**config.mk**
```make
export PLATFORM = sky130hd
export DESIGN_NAME = room_relay_controller_flat
export DESIGN_NICKNAME = d
export VERILOG_FILES = /design/src/hw/rtl/rrc_pkg.sv /design/src/hw/rtl/rrc_if.sv /design/src/hw/rtl/room_relay_controller.sv /design/src/flat_wrapper.sv
export SDC_FILE = /design/constraint.sdc
export NUM_CORES = 1
export LEC_CHECK = 0
export BUFFER_PORTS_ARGS = -buffer_cell sky130_fd_sc_hd__clkbuf_2
export CAP_MARGIN = 20
export CORE_AREA = 2 2 144 174
export CTS_CLUSTER_DIAMETER = 80
export DETAILED_ROUTE_END_ITERATION = 12
export DIE_AREA = 0 0 146 176
export GPL_TIMING_DRIVEN = 0
export HOLD_SLACK_MARGIN = 0.06
export PLACE_DENSITY = 0.65
export SYNTH_ARGS = -nofsm -noshare
export SYNTH_HDL_FRONTEND = slang
export SYNTH_SLANG_ARGS = --single-unit
```
**constraint.sdc**
```tcl
create_clock -name clk -period 13.1 [get_ports clk]
set_input_delay 0 -clock clk [delete_from_list [all_inputs] [get_ports clk]]
set_output_delay 0 -clock clk [all_outputs]
set_load 0.01 [all_outputs]
```
**src/hw/rtl/rrc_pkg.sv**
```systemverilog
package rrc_pkg;

  localparam int DIST_W  = 10;
  localparam int TEMP_W  = 12;
  localparam int TIME_W  = 32;
  localparam int CNT_W   = 3;
  localparam int STAT_W  = 3;
  localparam int CMD_W   = 2;
  localparam int MODE_W  = 2;
  localparam int SEL_W   = 2;
  localparam int PADDR_W = 5;
  localparam int PDATA_W = 32;

  localparam logic [CMD_W-1:0] CMD_SAMPLE = 2'd0;
  localparam logic [CMD_W-1:0] CMD_MODE   = 2'd1;
  localparam logic [CMD_W-1:0] CMD_RELAY  = 2'd2;

  localparam logic [MODE_W-1:0] MODE_AUTO   = 2'd0;
  localparam logic [MODE_W-1:0] MODE_AWAY   = 2'd1;
  localparam logic [MODE_W-1:0] MODE_MANUAL = 2'd2;

  localparam logic [SEL_W-1:0] SEL_RELAY1 = 2'd1;
  localparam logic [SEL_W-1:0] SEL_RELAY2 = 2'd2;

  localparam logic [STAT_W-1:0] ST_BOOT    = 3'd0;
  localparam logic [STAT_W-1:0] ST_MONITOR = 3'd1;
  localparam logic [STAT_W-1:0] ST_ALERT   = 3'd2;
  localparam logic [STAT_W-1:0] ST_MANUAL  = 3'd3;
  localparam logic [STAT_W-1:0] ST_FAULT   = 3'd4;

  localparam logic [2:0] REG_OCC_DIST   = 3'd0;
  localparam logic [2:0] REG_TIMEOUT    = 3'd1;
  localparam logic [2:0] REG_ALERT_ON   = 3'd2;
  localparam logic [2:0] REG_ALERT_OFF  = 3'd3;
  localparam logic [2:0] REG_ACTIVE_LOW = 3'd4;

  localparam logic [CNT_W-1:0] FAIL_LIMIT = 3'd5;
  localparam logic [CNT_W-1:0] COUNT_MAX  = 3'd7;

  localparam logic [DIST_W-1:0]        RST_OCC_DIST  = 10'd50;
  localparam logic [TIME_W-1:0]        RST_TIMEOUT   = 32'd30000;
  localparam logic signed [TEMP_W-1:0] RST_ALERT_ON  = 12'sd300;
  localparam logic signed [TEMP_W-1:0] RST_ALERT_OFF = 12'sd280;

  typedef struct packed {
    logic [CMD_W-1:0]         command;
    logic                     dht_ok;
    logic                     distance_ok;
    logic [DIST_W-1:0]        distance_cm;
    logic signed [TEMP_W-1:0] temperature_tenths;
    logic                     light_dark;
    logic [TIME_W-1:0]        now_ms;
    logic [MODE_W-1:0]        new_mode;
    logic [SEL_W-1:0]         relay_select;
    logic                     relay_value;
  } in_word_t;

  typedef struct packed {
    logic              relay1_on;
    logic              relay2_on;
    logic              relay1_level;
    logic              relay2_level;
    logic [STAT_W-1:0] room_status;
    logic [MODE_W-1:0] mode_now;
    logic              occupied;
    logic              temp_alert;
    logic              dht_fault;
    logic              sonar_fault;
    logic              accepted;
  } out_word_t;

endpackage

```
**src/hw/rtl/rrc_if.sv**
```systemverilog
interface rrc_in_if;
  logic                             valid;
  logic                             ready;
  logic [rrc_pkg::CMD_W-1:0]        command;
  logic                             dht_ok;
  logic                             distance_ok;
  logic [rrc_pkg::DIST_W-1:0]       distance_cm;
  logic signed [rrc_pkg::TEMP_W-1:0] temperature_tenths;
  logic                             light_dark;
  logic [rrc_pkg::TIME_W-1:0]       now_ms;
  logic [rrc_pkg::MODE_W-1:0]       new_mode;
  logic [rrc_pkg::SEL_W-1:0]        relay_select;
  logic                             relay_value;

  modport source (
    output valid, command, dht_ok, distance_ok, distance_cm, temperature_tenths,
           light_dark, now_ms, new_mode, relay_select, relay_value,
    input  ready
  );
  modport sink (
    input  valid, command, dht_ok, distance_ok, distance_cm, temperature_tenths,
           light_dark, now_ms, new_mode, relay_select, relay_value,
    output ready
  );
endinterface

interface rrc_out_if;
  logic                        valid;
  logic                        ready;
  logic                        relay1_on;
  logic                        relay2_on;
  logic                        relay1_level;
  logic                        relay2_level;
  logic [rrc_pkg::STAT_W-1:0]  room_status;
  logic [rrc_pkg::MODE_W-1:0]  mode_now;
  logic                        occupied;
  logic                        temp_alert;
  logic                        dht_fault;
  logic                        sonar_fault;
  logic                        accepted;

  modport source (
    output valid, relay1_on, relay2_on, relay1_level, relay2_level, room_status,
           mode_now, occupied, temp_alert, dht_fault, sonar_fault, accepted,
    input  ready
  );
  modport sink (
    input  valid, relay1_on, relay2_on, relay1_level, relay2_level, room_status,
           mode_now, occupied, temp_alert, dht_fault, sonar_fault, accepted,
    output ready
  );
endinterface

```
**src/hw/rtl/room_relay_controller.sv**
```systemverilog
// Room relay controller. Takes one word per clock on the input channel
// (sensor sample, mode change or manual relay set) while the result side keeps
// up, and returns exactly one result word for each, held until the result
// side is ready: the word is captured in an input register, and once the
// result register is free a single pass of compare and counter logic updates
// the controller state and loads the result register. Back to back words see
// each other's state updates, so the sustained rate is one word per cycle while
// the result side is ready; the result register lets a new word enter while a
// finished result waits. Configuration registers sit on the APB port at byte
// address 4*index and must only be written while no word is in flight.
module room_relay_controller (
  input  logic                          clk,
  input  logic                          rst_n,
  rrc_in_if.sink                        in_if,
  rrc_out_if.source                     out_if,
  input  logic                          psel,
  input  logic                          penable,
  input  logic                          pwrite,
  input  logic [rrc_pkg::PADDR_W-1:0]   paddr,
  input  logic [rrc_pkg::PDATA_W-1:0]   pwdata,
  output logic [rrc_pkg::PDATA_W-1:0]   prdata,
  output logic                          pready
);

  // configuration
  logic [rrc_pkg::DIST_W-1:0]        occ_dist_r;
  logic [rrc_pkg::TIME_W-1:0]        timeout_r;
  logic signed [rrc_pkg::TEMP_W-1:0] alert_on_r;
  logic signed [rrc_pkg::TEMP_W-1:0] alert_off_r;
  logic                              active_low_r;
  logic                              cfg_wr;
  logic [2:0]                        cfg_idx;

  // controller state
  logic [rrc_pkg::CNT_W-1:0]  dht_cnt_r, dht_cnt_nxt;
  logic [rrc_pkg::CNT_W-1:0]  sonar_cnt_r, sonar_cnt_nxt;
  logic                       alert_r, alert_nxt;
  logic [rrc_pkg::TIME_W-1:0] last_seen_r, last_seen_nxt;
  logic                       seen_r, seen_nxt;
  logic [rrc_pkg::MODE_W-1:0] mode_r, mode_nxt;
  logic                       relay1_r, relay1_nxt;
  logic                       relay2_r, relay2_nxt;
  logic [rrc_pkg::STAT_W-1:0] status_r, status_nxt;
  logic                       occ_r, occ_nxt;
  logic                       acc;

  // pipeline
  rrc_pkg::in_word_t  s1_r;
  logic               s1_valid_r;
  rrc_pkg::out_word_t out_r, out_nxt;
  logic               out_valid_r;
  logic               out_free;
  logic               s2_go;
  logic               in_ready;

  // sample helpers
  logic                       inst;
  logic                       fault;
  logic [rrc_pkg::TIME_W-1:0] elapsed;

  assign pready  = 1'b1;
  assign cfg_wr  = psel & penable & pwrite;
  assign cfg_idx = paddr[rrc_pkg::PADDR_W-1:2];

  always_comb begin
    case (cfg_idx)
      rrc_pkg::REG_OCC_DIST:   prdata = {{(rrc_pkg::PDATA_W-rrc_pkg::DIST_W){1'b0}}, occ_dist_r};
      rrc_pkg::REG_TIMEOUT:    prdata = timeout_r;
      rrc_pkg::REG_ALERT_ON:
        prdata = {{(rrc_pkg::PDATA_W-rrc_pkg::TEMP_W){alert_on_r[rrc_pkg::TEMP_W-1]}},
                  alert_on_r};
      rrc_pkg::REG_ALERT_OFF:
        prdata = {{(rrc_pkg::PDATA_W-rrc_pkg::TEMP_W){alert_off_r[rrc_pkg::TEMP_W-1]}},
                  alert_off_r};
      rrc_pkg::REG_ACTIVE_LOW: prdata = {{(rrc_pkg::PDATA_W-1){1'b0}}, active_low_r};
      default:                 prdata = '0;
    endcase
  end

  always_ff @(posedge clk) begin
    if (!rst_n) begin
      occ_dist_r   <= rrc_pkg::RST_OCC_DIST;
      timeout_r    <= rrc_pkg::RST_TIMEOUT;
      alert_on_r   <= rrc_pkg::RST_ALERT_ON;
      alert_off_r  <= rrc_pkg::RST_ALERT_OFF;
      active_low_r <= 1'b0;
    end else if (cfg_wr) begin
      case (cfg_idx)
        rrc_pkg::REG_OCC_DIST:   occ_dist_r   <= pwdata[rrc_pkg::DIST_W-1:0];
        rrc_pkg::REG_TIMEOUT:    timeout_r    <= pwdata[rrc_pkg::TIME_W-1:0];
        rrc_pkg::REG_ALERT_ON:   alert_on_r   <= pwdata[rrc_pkg::TEMP_W-1:0];
        rrc_pkg::REG_ALERT_OFF:  alert_off_r  <= pwdata[rrc_pkg::TEMP_W-1:0];
        rrc_pkg::REG_ACTIVE_LOW: active_low_r <= pwdata[0];
        default: ;
      endcase
    end
  end

  // handshake
  assign out_free    = ~out_valid_r | out_if.ready;
  assign s2_go       = s1_valid_r & out_free;
  assign in_ready    = ~s1_valid_r | out_free;
  assign in_if.ready = in_ready;

  assign inst    = s1_r.distance_ok && (s1_r.distance_cm != '0) &&
                   (s1_r.distance_cm <= occ_dist_r);
  assign elapsed = s1_r.now_ms - last_seen_r;

  always_comb begin
    dht_cnt_nxt   = dht_cnt_r;
    sonar_cnt_nxt = sonar_cnt_r;
    alert_nxt     = alert_r;
    last_seen_nxt = last_seen_r;
    seen_nxt      = seen_r;
    mode_nxt      = mode_r;
    relay1_nxt    = relay1_r;
    relay2_nxt    = relay2_r;
    status_nxt    = status_r;
    occ_nxt       = occ_r;
    acc           = 1'b1;
    fault         = 1'b0;
    case (s1_r.command)
      rrc_pkg::CMD_SAMPLE: begin
        if (s1_r.dht_ok) begin
          dht_cnt_nxt = '0;
        end else if (dht_cnt_r != rrc_pkg::COUNT_MAX) begin
          dht_cnt_nxt = dht_cnt_r + 1'b1;
        end
        if (s1_r.distance_ok) begin
          sonar_cnt_nxt = '0;
        end else if (sonar_cnt_r != rrc_pkg::COUNT_MAX) begin
          sonar_cnt_nxt = sonar_cnt_r + 1'b1;
        end
        fault = (dht_cnt_nxt >= rrc_pkg::FAIL_LIMIT) ||
                (sonar_cnt_nxt >= rrc_pkg::FAIL_LIMIT);

        occ_nxt = inst | (seen_r & (elapsed < timeout_r));
        if (inst) begin
          last_seen_nxt = s1_r.now_ms;
          seen_nxt      = 1'b1;
        end

        if (s1_r.dht_ok) begin
          if (s1_r.temperature_tenths >= alert_on_r) begin
            alert_nxt = 1'b1;
          end else if (s1_r.temperature_tenths <= alert_off_r) begin
            alert_nxt = 1'b0;
          end
        end

        if (fault) begin
          status_nxt = rrc_pkg::ST_FAULT;
          relay1_nxt = 1'b0;
          relay2_nxt = 1'b0;
        end else begin
          case (mode_r)
            rrc_pkg::MODE_MANUAL: status_nxt = rrc_pkg::ST_MANUAL;
            rrc_pkg::MODE_AWAY: begin
              relay1_nxt = 1'b0;
              relay2_nxt = inst;
              status_nxt = inst ? rrc_pkg::ST_ALERT : rrc_pkg::ST_MONITOR;
            end
            default: begin
              relay1_nxt = s1_r.light_dark & occ_nxt;
              relay2_nxt = alert_nxt;
              status_nxt = alert_nxt ? rrc_pkg::ST_ALERT : rrc_pkg::ST_MONITOR;
            end
          endcase
        end
      end
      rrc_pkg::CMD_MODE: begin
        case (s1_r.new_mode)
          rrc_pkg::MODE_AUTO, rrc_pkg::MODE_AWAY: mode_nxt = s1_r.new_mode;
          rrc_pkg::MODE_MANUAL: begin
            mode_nxt   = rrc_pkg::MODE_MANUAL;
            status_nxt = rrc_pkg::ST_MANUAL;
          end
          default: acc = 1'b0;
        endcase
      end
      rrc_pkg::CMD_RELAY: begin
        case (s1_r.relay_select)
          rrc_pkg::SEL_RELAY1, rrc_pkg::SEL_RELAY2: begin
            mode_nxt   = rrc_pkg::MODE_MANUAL;
            status_nxt = rrc_pkg::ST_MANUAL;
            if (s1_r.relay_select == rrc_pkg::SEL_RELAY1) begin
              relay1_nxt = s1_r.relay_value;
            end else begin
              relay2_nxt = s1_r.relay_value;
            end
          end
          default: acc = 1'b0;
        endcase
      end
      default: acc = 1'b0;
    endcase

    out_nxt.relay1_on    = relay1_nxt;
    out_nxt.relay2_on    = relay2_nxt;
    out_nxt.relay1_level = relay1_nxt ^ active_low_r;
    out_nxt.relay2_level = relay2_nxt ^ active_low_r;
    out_nxt.room_status  = status_nxt;
    out_nxt.mode_now     = mode_nxt;
    out_nxt.occupied     = occ_nxt;
    out_nxt.temp_alert   = alert_nxt;
    out_nxt.dht_fault    = dht_cnt_nxt >= rrc_pkg::FAIL_LIMIT;
    out_nxt.sonar_fault  = sonar_cnt_nxt >= rrc_pkg::FAIL_LIMIT;
    out_nxt.accepted     = acc;
  end

  always_ff @(posedge clk) begin
    if (!rst_n) begin
      dht_cnt_r   <= '0;
      sonar_cnt_r <= '0;
      alert_r     <= 1'b0;
      last_seen_r <= '0;
      seen_r      <= 1'b0;
      mode_r      <= rrc_pkg::MODE_AUTO;
      relay1_r    <= 1'b0;
      relay2_r    <= 1'b0;
      status_r    <= rrc_pkg::ST_BOOT;
      occ_r       <= 1'b0;
      s1_valid_r  <= 1'b0;
      out_valid_r <= 1'b0;
    end else begin
      if (s2_go) begin
        dht_cnt_r   <= dht_cnt_nxt;
        sonar_cnt_r <= sonar_cnt_nxt;
        alert_r     <= alert_nxt;
        last_seen_r <= last_seen_nxt;
        seen_r      <= seen_nxt;
        mode_r      <= mode_nxt;
        relay1_r    <= relay1_nxt;
        relay2_r    <= relay2_nxt;
        status_r    <= status_nxt;
        occ_r       <= occ_nxt;
      end
      if (in_ready) begin
        s1_valid_r <= in_if.valid;
      end
      if (s2_go) begin
        out_valid_r <= 1'b1;
      end else if (out_if.ready) begin
        out_valid_r <= 1'b0;
      end
    end
  end

  // payload registers
  always_ff @(posedge clk) begin
    if (in_ready && in_if.valid) begin
      s1_r.command            <= in_if.command;
      s1_r.dht_ok             <= in_if.dht_ok;
      s1_r.distance_ok        <= in_if.distance_ok;
      s1_r.distance_cm        <= in_if.distance_cm;
      s1_r.temperature_tenths <= in_if.temperature_tenths;
      s1_r.light_dark         <= in_if.light_dark;
      s1_r.now_ms             <= in_if.now_ms;
      s1_r.new_mode           <= in_if.new_mode;
      s1_r.relay_select       <= in_if.relay_select;
      s1_r.relay_value        <= in_if.relay_value;
    end
    if (s2_go) begin
      out_r <= out_nxt;
    end
  end

  assign out_if.valid        = out_valid_r;
  assign out_if.relay1_on    = out_r.relay1_on;
  assign out_if.relay2_on    = out_r.relay2_on;
  assign out_if.relay1_level = out_r.relay1_level;
  assign out_if.relay2_level = out_r.relay2_level;
  assign out_if.room_status  = out_r.room_status;
  assign out_if.mode_now     = out_r.mode_now;
  assign out_if.occupied     = out_r.occupied;
  assign out_if.temp_alert   = out_r.temp_alert;
  assign out_if.dht_fault    = out_r.dht_fault;
  assign out_if.sonar_fault  = out_r.sonar_fault;
  assign out_if.accepted     = out_r.accepted;

endmodule
```
**src/flat_wrapper.sv**
```systemverilog
// flat-port wrapper written by rule: the top's interface ports become plain ports
module room_relay_controller_flat 
  (clk, rst_n, psel, penable, pwrite, paddr, pwdata, prdata, pready, in_if_valid, in_if_command, in_if_dht_ok, in_if_distance_ok, in_if_distance_cm, in_if_temperature_tenths, in_if_light_dark, in_if_now_ms, in_if_new_mode, in_if_relay_select, in_if_relay_value, in_if_ready, out_if_valid, out_if_relay1_on, out_if_relay2_on, out_if_relay1_level, out_if_relay2_level, out_if_room_status, out_if_mode_now, out_if_occupied, out_if_temp_alert, out_if_dht_fault, out_if_sonar_fault, out_if_accepted, out_if_ready);
  rrc_in_if in_if_i ();
  rrc_out_if out_if_i ();
  input  logic clk;
  input  logic rst_n;
  input  logic psel;
  input  logic penable;
  input  logic pwrite;
  input  logic [rrc_pkg::PADDR_W-1:0] paddr;
  input  logic [rrc_pkg::PDATA_W-1:0] pwdata;
  output logic [rrc_pkg::PDATA_W-1:0] prdata;
  output logic pready;
  input wire logic [$bits(in_if_i.valid)-1:0] in_if_valid;
  input wire logic [$bits(in_if_i.command)-1:0] in_if_command;
  input wire logic [$bits(in_if_i.dht_ok)-1:0] in_if_dht_ok;
  input wire logic [$bits(in_if_i.distance_ok)-1:0] in_if_distance_ok;
  input wire logic [$bits(in_if_i.distance_cm)-1:0] in_if_distance_cm;
  input wire logic [$bits(in_if_i.temperature_tenths)-1:0] in_if_temperature_tenths;
  input wire logic [$bits(in_if_i.light_dark)-1:0] in_if_light_dark;
  input wire logic [$bits(in_if_i.now_ms)-1:0] in_if_now_ms;
  input wire logic [$bits(in_if_i.new_mode)-1:0] in_if_new_mode;
  input wire logic [$bits(in_if_i.relay_select)-1:0] in_if_relay_select;
  input wire logic [$bits(in_if_i.relay_value)-1:0] in_if_relay_value;
  output wire logic [$bits(in_if_i.ready)-1:0] in_if_ready;
  output wire logic [$bits(out_if_i.valid)-1:0] out_if_valid;
  output wire logic [$bits(out_if_i.relay1_on)-1:0] out_if_relay1_on;
  output wire logic [$bits(out_if_i.relay2_on)-1:0] out_if_relay2_on;
  output wire logic [$bits(out_if_i.relay1_level)-1:0] out_if_relay1_level;
  output wire logic [$bits(out_if_i.relay2_level)-1:0] out_if_relay2_level;
  output wire logic [$bits(out_if_i.room_status)-1:0] out_if_room_status;
  output wire logic [$bits(out_if_i.mode_now)-1:0] out_if_mode_now;
  output wire logic [$bits(out_if_i.occupied)-1:0] out_if_occupied;
  output wire logic [$bits(out_if_i.temp_alert)-1:0] out_if_temp_alert;
  output wire logic [$bits(out_if_i.dht_fault)-1:0] out_if_dht_fault;
  output wire logic [$bits(out_if_i.sonar_fault)-1:0] out_if_sonar_fault;
  output wire logic [$bits(out_if_i.accepted)-1:0] out_if_accepted;
  input wire logic [$bits(out_if_i.ready)-1:0] out_if_ready;
  assign in_if_i.valid = in_if_valid;
  assign in_if_i.command = in_if_command;
  assign in_if_i.dht_ok = in_if_dht_ok;
  assign in_if_i.distance_ok = in_if_distance_ok;
  assign in_if_i.distance_cm = in_if_distance_cm;
  assign in_if_i.temperature_tenths = in_if_temperature_tenths;
  assign in_if_i.light_dark = in_if_light_dark;
  assign in_if_i.now_ms = in_if_now_ms;
  assign in_if_i.new_mode = in_if_new_mode;
  assign in_if_i.relay_select = in_if_relay_select;
  assign in_if_i.relay_value = in_if_relay_value;
  assign in_if_ready = in_if_i.ready;
  assign out_if_valid = out_if_i.valid;
  assign out_if_relay1_on = out_if_i.relay1_on;
  assign out_if_relay2_on = out_if_i.relay2_on;
  assign out_if_relay1_level = out_if_i.relay1_level;
  assign out_if_relay2_level = out_if_i.relay2_level;
  assign out_if_room_status = out_if_i.room_status;
  assign out_if_mode_now = out_if_i.mode_now;
  assign out_if_occupied = out_if_i.occupied;
  assign out_if_temp_alert = out_if_i.temp_alert;
  assign out_if_dht_fault = out_if_i.dht_fault;
  assign out_if_sonar_fault = out_if_i.sonar_fault;
  assign out_if_accepted = out_if_i.accepted;
  assign out_if_i.ready = out_if_ready;
  room_relay_controller u_core (.clk(clk), .rst_n(rst_n), .in_if(in_if_i), .out_if(out_if_i), .psel(psel), .penable(penable), .pwrite(pwrite), .paddr(paddr), .pwdata(pwdata), .prdata(prdata), .pready(pready));
endmodule
```
======== Yosys cells after proc, flatten, opt, wreduce, memory -nomap -nowiden ========
Index checks and enable logic that the tools add are counted.
operators by class
  add/subtract/negate cells ............... 3
  order comparisons ....................... 8
  equal/unequal tests ..................... 14
  muxes and demuxes ....................... 40
  bitwise operators ....................... 12
  reductions and logical operators ........ 18
operators by type and width
  kind                                                              count
  32-bit case mux with 5 select lines                               1
  3-bit 2-to-1 mux                                                  11
  32-bit less-than comparator                                       1
  32-bit subtractor                                                 1
  1-bit 2-to-1 mux                                                  16
  12-bit >= comparator                                              1
  3-bit >= comparator (second input constant)                       4
  12-bit less-or-equal comparator                                   1
  10-bit less-or-equal comparator                                   1
  2-bit AND reduction                                               5
  10-bit nonzero test                                               1
  3-bit case mux with 3 select lines                                1
  2-bit by 1-bit == test with 1-bit output (second input constant)  4
  2-bit == test (second input constant)                             4
  1-bit case mux with 2 select lines                                4
  2-bit case mux with 2 select lines                                2
  3-bit by 1-bit adder with 3-bit output (second input constant)    2
  3-bit by 2-bit == test with 1-bit output (second input constant)  2
  2-bit 2-to-1 mux                                                  3
  3-bit inequality test (second input constant)                     2
  3-bit case mux with 2 select lines                                1
  1-bit bitwise AND                                                 5
  2-bit zero test                                                   2
  2-bit OR reduction                                                2
  other kinds (12)                                                  18
word-level totals
  bits in registers ....................... 195
  input bits .............................. 108
  output and inout bits ................... 49
  logic and storage cells ................. 133

======== Depth between registers and ports, before layout ========
  depth after elaboration ................. 9
  depth in mapped cells ................... 22
  mapped depth without buffers ............ 22

======== Worst setup path after synthesis ========
OpenSTA, ideal clock, no wires.
  path type ............................... reg-to-reg
  start point ............................. register u_core.s1_r[5] (netlist bit)
  end point ............................... register u_core.out_r (netlist bit u_core.out_if.relay1_level) (data pin)
  library setup time ...................... 260 ps
  arrival time ............................ 3993 ps
  setup slack ............................. 8847 ps
  cell stages (with the launch flop) ...... 23
  buffers on the path ..................... 0
  period minus slack after synthesis ...... 4253 ps
  path through ............................ edfxtp_1 -> inv_1 -> ha_1 -> inv_1 -> fa_1 -> a211oi_1 -> o21ai_1 -> a41oi_2 -> o31ai_2 -> o211ai_2 -> o31ai_2 -> a221o_2 -> a21oi_2 -> xnor2_1 -> ha_1 -> o21a_1 -> o21ai_0 -> a21oi_1 -> o21ai_0 -> a41oi_1 -> nor2_1 -> a41o_1 -> xor2_1
RTL lines
  item                  line                          RTL
  start, declared       room_relay_controller.sv:48   rrc_pkg::in_word_t s1_r;
  end signal, assigned  room_relay_controller.sv:264  out_r <= out_nxt;
  end, declared         room_relay_controller.sv:50   rrc_pkg::out_word_t out_r, out_nxt;

==> out/results.txt <==
Status -> completed
Clock Latency Late Sink -> 0.45 ns
FP Rows -> 62
Die Wd -> 146 µm
Crit Path Class -> flip-flop to flip-flop
H-Tree Depth -> 4
Syn Nets -> 1413
Share of layout cells above drive strength 1 -> 13.8%
Post-DRT Antenna Nets -> 0
Max Clock Freq -> 207 MHz
Worst R2R Setup Slack -> 8.26 ns
Routed length on met1 -> 12.8 mm
Initial core utilization -> 46.6%
LEAKAGE -> 5.77 nW
Num Clock Sinks -> 195
CP Launch Type -> flip-flop
Via count -> 9403
Met3 wire length -> 1.29 mm
Worst rel slew slack -> 29.1%
WL/cell -> 16.0 µm
Hold Path Class -> input port to flip-flop
Critical Path AT -> 5.04 ns
CTS tree -> built
Drt drc -> 0
Post-synthesis sequential area ratio -> 42.0%
R2R cell count -> 22
Iter 0 DRT Violations -> 404
Global-route wire length before repair -> 46.1 mm
Initial DRT Pass Iterations -> 5
Final worst slack -> 8.26 ns
DP HPWL -> 21.5 mm
Min Tclk post-route -> 4.84 ns
Fin. max-slew vios -> 0
Period Utilization, post-route -> 37.0%
Max_cap viols -> 0
Commonest non-fill, non-tap cell in the layout -> nand2_1
CORE AREA -> 23900 µm²
Slew @ Worst Pin -> 1.06 ns
Post-CTS Resized -> 0
Die Area -> 25700 µm²
Die Ht -> 176 µm
Min-delay src -> paddr[3]
Ant diodes -> 0
DR vias/cell -> 5.22
CTS Buf Count -> 17
IO Pins -> 157
Final setup vio count -> 0
Max VDD drop -> 0.0000860 V
Crit Path Max Fanout -> 4
Unrepaired setup endpoints after global routing -> false
Power per standard cell area -> 102 nW/µm²
WHS Path Cells -> 4
Post-Route WL -> 28.8 mm
Commonest non-fill, non-tap cells in the layout -> nand2_1 (195), clkbuf_2 (149), inv_1 (123)
R2r startpoint -> u_core.s1_r[5]$_DFFE_PP_
EDFF count, synth -> 78
Reg-to-Reg End -> u_core.out_if.relay1_level$_DFFE_PP_
Clk slew on worst S/H paths -> 0.09 ns
Hold Path Sink -> u_core.active_low_r$_SDFFE_PN0P_
Largest net degree at the start of global routing -> 65
Area Overhead vs Synth -> 25.1%
Buffers added on ports -> 149
Global placement routability congestion -> 0.898
Async set or reset register ratio after synthesis -> 0%
Met2 Wirelength -> 13.7 mm
Placed insts -> 1668
Finished Layout Cells -> 1801
CTS root buf -> clkbuf_16
Main flop type after synthesis -> dfxtp_1
WHS -> 0.0993 ns
FF+latch count, synth -> 195
Mapped Avg Cell Area -> 9.30 µm²
Mapped Cells -> 1199
GRT Overall Usage -> 22.7%
Final Skew -> 0.0197 ns
Final hold violation count -> 0
Number of setup buffers added after CTS -> 0
Vias in the first global route -> 9210
TNS Setup -> 0 ns
Top Layer Used -> met4
Synth Cell Area -> 11100 µm²
Worst path required time -> 13.29 ns
Fill cells -> 2140
Gr ovfl total -> 0
Yosys cell types -> 70
Bufs on Longest Clock Path -> 2
YS warnings -> 0
CP Capture Type -> flip-flop
Dpl ws -> 8.24 ns
Final net count -> 1682
Initial antenna violation count -> 0
area by class of cell:
cell class / instances / area [µm²] / share of cell area (%)
flip-flops and latches: 195 / 4680 / 33.6
multi-input cells: 833 / 5820 / 41.8
repair buffers: 250 / 1760 / 12.6
clock buffers: 18 / 429 / 3.08
well taps: 320 / 400 / 2.87
plain buffers: 48 / 185 / 1.33
clock inverters: 14 / 198 / 1.42
inverters: 123 / 462 / 3.31
report_power, final:
group	switching, mW	internal [mW]	total (mW)
Clock	0.262	0.293	0.555
Combinational	0.108	0.0988	0.207
Sequential	0.0123	0.652	0.664
worst max-delay path: stages, from the launching register on:
cell	delay, ns
edfxtp_1	0.39
inv_1	0.07
ha_1	0.17
inv_1	0.06
fa_1	0.42
a211oi_1	0.28
o21ai_1	0.16
a41oi_2	0.31
o31ai_2	0.15
o211ai_2	0.24
o31ai_2	0.12
a221o_2	0.38
a21oi_2	0.15
xnor2_1	0.15
ha_1	0.28
o21a_1	0.19
o21ai_0	0.13
a21oi_1	0.05
o21ai_0	0.15
a41oi_1	0.17
nor2_1	0.21
a41o_1	0.28
xor2_1	0.08
routing by layer:
metal / global-route usage, % / vias up
li1: - / 4730
met1: 28.1 / 4354
met2: 39.1 / 259
met3: 3.49 / 60
met4: 10.2 / 0
met5: 0 / -
how the worst max path moves through the flow:
stage | slack (ns) | endpoint | cells past startpoint | startpoint
after global routing | 7.83 | u_core.out_if.relay1_level$_DFFE_PP_ | 22 | u_core.s1_r[5]$_DFFE_PP_
after floorplan | 8.85 | u_core.out_if.relay1_level$_DFFE_PP_ | 22 | u_core.s1_r[5]$_DFFE_PP_
final | 8.26 | u_core.out_if.relay1_level$_DFFE_PP_ | 22 | u_core.s1_r[5]$_DFFE_PP_
after detailed placement | 8.24 | u_core.out_if.relay1_level$_DFFE_PP_ | 22 | u_core.s1_r[5]$_DFFE_PP_
after CTS | 8.22 | u_core.out_if.relay1_level$_DFFE_PP_ | 22 | u_core.s1_r[5]$_DFFE_PP_
after global placement | 8.27 | u_core.out_if.relay1_level$_DFFE_PP_ | 22 | u_core.s1_r[5]$_DFFE_PP_
Yosys cell counts, drive strengths merged, types with 2 or more instances:
cell type,number,area [µm²]
nand2,195,732
inv,123,462
dfxtp,117,2340
ha,105,1310
edfxtp,78,2340
a21boi,61,458
a21oi,55,279
nor2b,47,294
clkbuf,45,169
o21ai,44,220
a21o,43,323
nor2,42,158
mux2i,28,280
xnor2,22,193
o211ai,19,148
nor3,14,70.1
nand4,13,81.3
a31oi,11,68.8
nand2b,10,62.6
xor2,10,87.6
mux4,9,203
o21a,8,60.1
a211oi,7,52.6
nand3,7,35.0
o21bai,7,52.6
nor4,6,37.5
nand3b,5,37.5
a32oi,4,35.0
and4,4,35.0
nor3b,4,30.0
o22ai,4,25.0
o31ai,4,40.0
or3,4,25.0
a2111oi,3,32.5
a221oi,3,26.3
and2,3,18.8
and3,3,18.8
buf,3,16.3
o211a,3,30.0
a311oi,2,17.5
a41oi,2,25.0
o2bb2ai,2,17.5
state kept, by name (all words and copies together), names as in the netlist, 2 cells and up:
signal / cells
u_core.alert_on_r: 12
u_core.alert_off_r: 12
u_core.occ_dist_r: 10
u_core.s1_r: 64
u_core.timeout_r: 32
u_core.sonar_cnt_r: 3
u_core.out_if.room_status: 3
u_core.out_if.mode_now: 2
u_core.dht_cnt_r: 3
u_core.mode_r: 2
u_core.status_r: 3
u_core.last_seen_r: 32
per-stage QoR:
step                total power [mW]  cell area (µm²)  utilization [%]
floorplan                      0.798            11100                -
global placement               0.856            12300             51.4
detailed placement             0.859            12300             51.5
CTS                             1.44            13900             58.3
global route                    1.49            13900             58.3
finish                          1.43            13900             58.3
cell families (layout without fill, tap and decap cells):
family,after synthesis,count (layout),share of synthesized area [%]
AND/OR/NAND/NOR,360,360,14.9
AO/OA/AOI/OAI,296,296,18.3
flip-flops,195,195,42.0
buffers and inverters,171,453,5.80
adder cells (fa/ha/maj),106,106,12.0
multiplexers,38,38,4.43
XOR/XNOR,32,32,2.51
other,1,1,0.0336
what timing repair did:
action / 4_1_cts / 5_1_grt
setup endpoints to repair: 0 / 0
hold buffers: 100 / 0
endpoints found under the hold margin: 133 / 0
Power figures use the tool's default switching activity.
